## src/rtl/stsb_pkg.sv

```systemverilog
`timescale 1ns / 1ps
`default_nettype none
package stsb_pkg;

    // Default table depth.
    localparam int STSB_MAX_ENTRIES = 128;

    // Command kinds.
    localparam logic [1:0] KIND_CLEAR  = 2'd0;
    localparam logic [1:0] KIND_LOAD   = 2'd1;
    localparam logic [1:0] KIND_SEARCH = 2'd2;

    // Command word.
    typedef struct packed {
        logic [1:0]         kind;
        logic signed [31:0] value;
    } cmd_t;

    // Result word.
    typedef struct packed {
        logic       found;
        logic [7:0] position;
        logic [3:0] probe_count;
    } res_t;

    // Broadcast from the sequencer to every cell.
    typedef struct packed {
        logic               ins;
        logic               clr;
        logic signed [31:0] operand;
    } cell_cmd_t;

    // What each cell hands to its right-hand neighbour.
    typedef struct packed {
        logic               vld;
        logic               gt;
        logic signed [31:0] val;
    } cell_link_t;

endpackage
`default_nettype wire

```

## src/rtl/stsb_cell.sv

```systemverilog
`timescale 1ns / 1ps
`default_nettype none
module stsb_cell
    import stsb_pkg::*;
(
    input  wire logic       clk,
    input  wire logic       rst_n,
    input  wire cell_cmd_t  cmd,
    input  wire cell_link_t left,
    output cell_link_t      right,
    output logic            eq
);

    logic signed [31:0] entry_reg;
    logic               vld_reg;
    logic               gt;
    logic               slot;
    logic               wr;
    logic signed [31:0] entry_next;

    // Compare the held entry with the broadcast operand.
    assign gt = vld_reg && (entry_reg > cmd.operand);
    assign eq = vld_reg && (entry_reg == cmd.operand);

    // The first empty cell takes part in an insertion as the new top slot.
    assign slot       = !vld_reg && left.vld;
    assign wr         = cmd.ins && (gt || slot);
    assign entry_next = left.gt ? left.val : cmd.operand;

    // Entry storage, shifted up one place when a smaller value arrives.
    always_ff @(posedge clk)
    begin
        if (wr)
        begin
            entry_reg <= entry_next;
        end
    end

    // Occupancy flag.
    always_ff @(posedge clk or negedge rst_n)
    begin
        if (!rst_n)
        begin
            vld_reg <= 1'b0;
        end
        else if (cmd.clr)
        begin
            vld_reg <= 1'b0;
        end
        else if (wr)
        begin
            vld_reg <= 1'b1;
        end
    end

    assign right = '{vld: vld_reg, gt: gt, val: entry_reg};

endmodule
`default_nettype wire

```

## config.mk

```make
export PLATFORM = sky130hd
export DESIGN_NAME = stsb_cell
export DESIGN_NICKNAME = d
export VERILOG_FILES = /design/src/rtl/stsb_pkg.sv /design/src/rtl/stsb_cell.sv
export SDC_FILE = /design/constraint.sdc
export NUM_CORES = 1
export LEC_CHECK = 0
export BUFFER_PORTS_ARGS = -buffer_cell sky130_fd_sc_hd__buf_2
export CAP_MARGIN = 5
export CORE_MARGIN = 2
export CORE_UTILIZATION = 50
export CTS_CLUSTER_SIZE = 10
export DETAILED_ROUTE_END_ITERATION = 10
export PLACE_DENSITY = 0.86
export SLEW_MARGIN = 10
export SYNTH_ARGS = -nofsm -noshare
export SYNTH_HDL_FRONTEND = slang
export SYNTH_SLANG_ARGS = --single-unit
```

## constraint.sdc

```tcl
create_clock -name clk -period 5.2 [get_ports clk]
set_clock_uncertainty 0.2 [all_clocks]
set_input_delay 0.52 -clock clk [delete_from_list [all_inputs] [get_ports clk]]
set_output_delay 0.52 -clock clk [all_outputs]
set_load 0.02 [all_outputs]
```

==> run summary <==
The flow ran to the end, and the final reports show no timing, DRC or antenna violations. The detail-routed via count per cell came out at 5.24. STA classifies the critical path endpoint as a register. The first global-routing pass estimated 8690 um of wire.

The top cell type by area accounts for between 40% and 50% of the synthesized area. For this run, the register share of the synthesized area comes to about 45%. The number of vias after detailed routing is about 2000. The clock-pin transition on the worst setup and hold timing paths is roughly 0.070 ns.

The number of primary I/O pins came out at ~110. The path class of the tightest hold or removal check is in -> reg. The number of I/O port buffers is between 100 and 150. The number of unique standard cell types used by synthesis is 31. The count of flip-flops with a built-in enable after synthesis is 32.

The worst register-to-register path begins at entry_reg[15]. TritonCTS built the clock tree. The sink count of the clock tree is 33.

The placeable core region came out at 4290 um^2. The hold violation total from the final report came to 0. The number of global-route vias before repair is approximately 2000. The slack of the worst reg-to-reg path came out at around 1.7 ns. The total track usage came out at 22.3%. The insertion delay of the later-clocked pin in the worst-skew pair is between 0.2 and 0.3 ns. The total nets after synthesis is 333. Final hold analysis gives a worst-case slack of between 0.15 and 0.2 ns. The floorplan die area came out at between 4000 and 5000 um^2. The post-synthesis instance area is about 2200 um^2.

The setup path with the least slack is of type reg -> reg. In this run the core area contains 24 standard-cell rows. The number of maximum-capacitance violations is 0. The largest vdd supply drop came out at 0.170 mV.

The effective utilization at floorplan came out at just over 50%. After detailed routing, the total wire length is around 5300 um. The number of antenna violations at the first check in global routing came out at 0. Synthesis inferred 33 register bits. By area, the combinational part of the netlist is dominated by adder cells. CTS placed an instance of clkbuf_8 at the clock tree root. After Yosys synthesis, XOR and XNOR cells account for 0% of the synthesized area. The average detailed-routed wire length per instance came out at approximately 14 um. The critical path starts at entry_reg[15]. For the pin with the worst max-slew slack, the measured transition is 0.885 ns.

The relative max-transition margin came out at roughly two fifths. The arrival time at the worst endpoint is 3.29 ns. The synthesized-area fraction occupied by ao, oa, aoi and oai cells came out at ~16%. The overall die width is around 70 um. The number of antenna diodes in the final layout is 0.

The final cell utilization of the core came out at between 60% and 70%. The chip height is between 70 and 80 um. The static leakage power came out at about 0.0014 uW. The number of buffers created by CTS is 5.

The post-cts repair resize count came out at 0. The half-perimeter wire length after detailed placement came out at roughly 4300 um. The flip-flop count of the largest register, all copies and words added is 32. The most used flip-flop cell after synthesis is edfxtp_1. The final setup TNS came out at 0 ns. The remaining number of nets flagged by the antenna check after routing came out at 0. For the finished layout, the period the worst path requires is ~3.5 ns. Setup repair after global routing left no endpoint under its margin. Summing the areas of all and, or, nand and nor instances in the mapped netlist gives approximately 13% of the synthesized area. The startpoint of the most critical hold path is cmd[32]. Yosys attributes the largest share of cell area to edfxtp_1 44%, ha_1 18%, o21ai_0 8.0%.

The pre-CTS worst setup slack is roughly 1.5 ns. The final count of pins violating max slew is 0. The routability congestion estimate came out at between 0.8 and 0.9. The highest net fanout along the worst path is 18.

Relative to the synthesized area, the layout overhead comes to 29.4%. Of the post-synthesis cell area, the part taken by muxes is less than 1%. The number of setup violations in the final report is 0. Summed over all instances, the cell type with the most area after synthesis is edfxtp_1. The number of remaining DRC errors came out at 0. After layout, the worst setup slack is around 1.7 ns.

For the worst setup path, the data required time is between 5 and 6 ns. The fmax is between 0.2 and 0.3 GHz. Yosys printed 0 warnings. The largest net degree at the start of global routing is 64. The net count of the finished layout is around 440. The fraction of the cycle the final worst path needs came out at approximately 67%. In this run, the number of DRC markers left after iteration 0 of detailed routing was around 180. The first-pass detailed-route iteration total is 4. The largest buffer count on any clock path came out at 2. The aggregate global routing overflow came out at 0. The share of synthesized flip-flops with an asynchronous set or reset is around 3%.

The post-synthesis instance total is around 230. The share of post-route cells with drive strength above 1 came out at 33.3%. After Yosys synthesis, full adders, half adders and majority gates account for 18.3% of the synthesized area.

The worst setup path is launched from a register. The areal power density over the cells is roughly 240 nW/um^2. The average instance area after synthesis came out at between 9 and 10 um^2.

The count of H-tree levels built during CTS came out at 2.
==> stage by stage <==
stage	instance area, um^2	cells	total power [uW]
final	2830	388	676
after global routing	2830	388	713
after CTS	2830	388	681
after detailed placement	2740	379	500
after global placement	2740	379	491
after floorplan	2190	231	433
==> cell usage in the layout (no fill, tap or decap), drive strengths merged, types with 3 or more instances in the layout <==
master and instances:
inv 33, a21oi 12, a21o 3, nor4 3, ha 32, buf 105
edfxtp 32, clkbuf 5, nor2 5, nand2 39, nand3 3, nand4 6
clkinv 3, o21ai 35
==> logic make-up after synthesis <==
group / Yosys count
simple gates: 62
compound gates: 61
buf+inv: 42
flops: 33
fa+ha+maj: 32
mux: 1
==> cell usage after synthesis (2+ instances only) <==
cell type and n:
nand3_1 3, nand2_1 39, nand4_1 6, nor2_1 5
inv_1 33, a21o_1 3, o211ai_1 2, nor4_1 3
clkbuf_1 7, edfxtp_1 32, o21ai_0 35, a21oi_1 12
ha_1 32, buf_4 2
==> final timing paths <==
| check | endpoint | cells after the start |
|---|---|---|
| min in group asynchronous | vld_reg | 2 |
| hold / removal | vld_reg | 2 |
| hold reg to reg | vld_reg | 2 |
| setup / recovery | entry_reg[4] | 8 |
| max in group asynchronous | vld_reg | 2 |
| setup reg to reg | entry_reg[4] | 8 |
==> cell type report <==
| cell class | instances | area [um^2] |
|---|---|---|
| clock buffers | 5 | 68.8 |
| clock inverters | 3 | 12.5 |
| fillers | 373 | 1470 |
| inverters | 33 | 124 |
| multi-input cells | 156 | 1030 |
| flip-flops and latches | 33 | 986 |
| well taps | 52 | 65.1 |
| repair buffers | 106 | 538 |
==> routing by layer <==
layer	global-route usage, %	wire (um)	vias to the layer above
li1	-	-	1027
met3	5.48	320	10
met4	8.55	114	0
met5	0	0	-
met1	26.4	2210	925
met2	38.9	2630	72
==> worst max-delay path, stage by stage, from the launching register on <==
cell and delay [ns]:
edfxtp_1 0.42, ha_1 0.32, nand4_1 0.15, nor4_1 0.60
a31oi_1 0.24, and3_1 0.25, a32oi_1 0.15, nand2_1 0.47
buf_4 0.41
==> repair_timing <==
| item | CTS | global route |
|---|---|---|
| hold buffers | 1 | 0 |
| setup buffers | 0 | 0 |
| endpoints found under the hold margin | 1 | 0 |
| endpoints found under the setup margin | 0 | 0 |
==> power by group <==
part / leakage (uW) / internal, uW / total (uW) / switching (uW)
Sequential: 0.000315 / 317 / 328 / 10.8
Combinational: 0.00107 / 68.2 / 166 / 97.9
Clock: 0.0000430 / 90.0 / 182 / 91.7
Total: 0.00143 / 475 / 676 / 200
No activity file was read; power rests on OpenSTA's default activity.
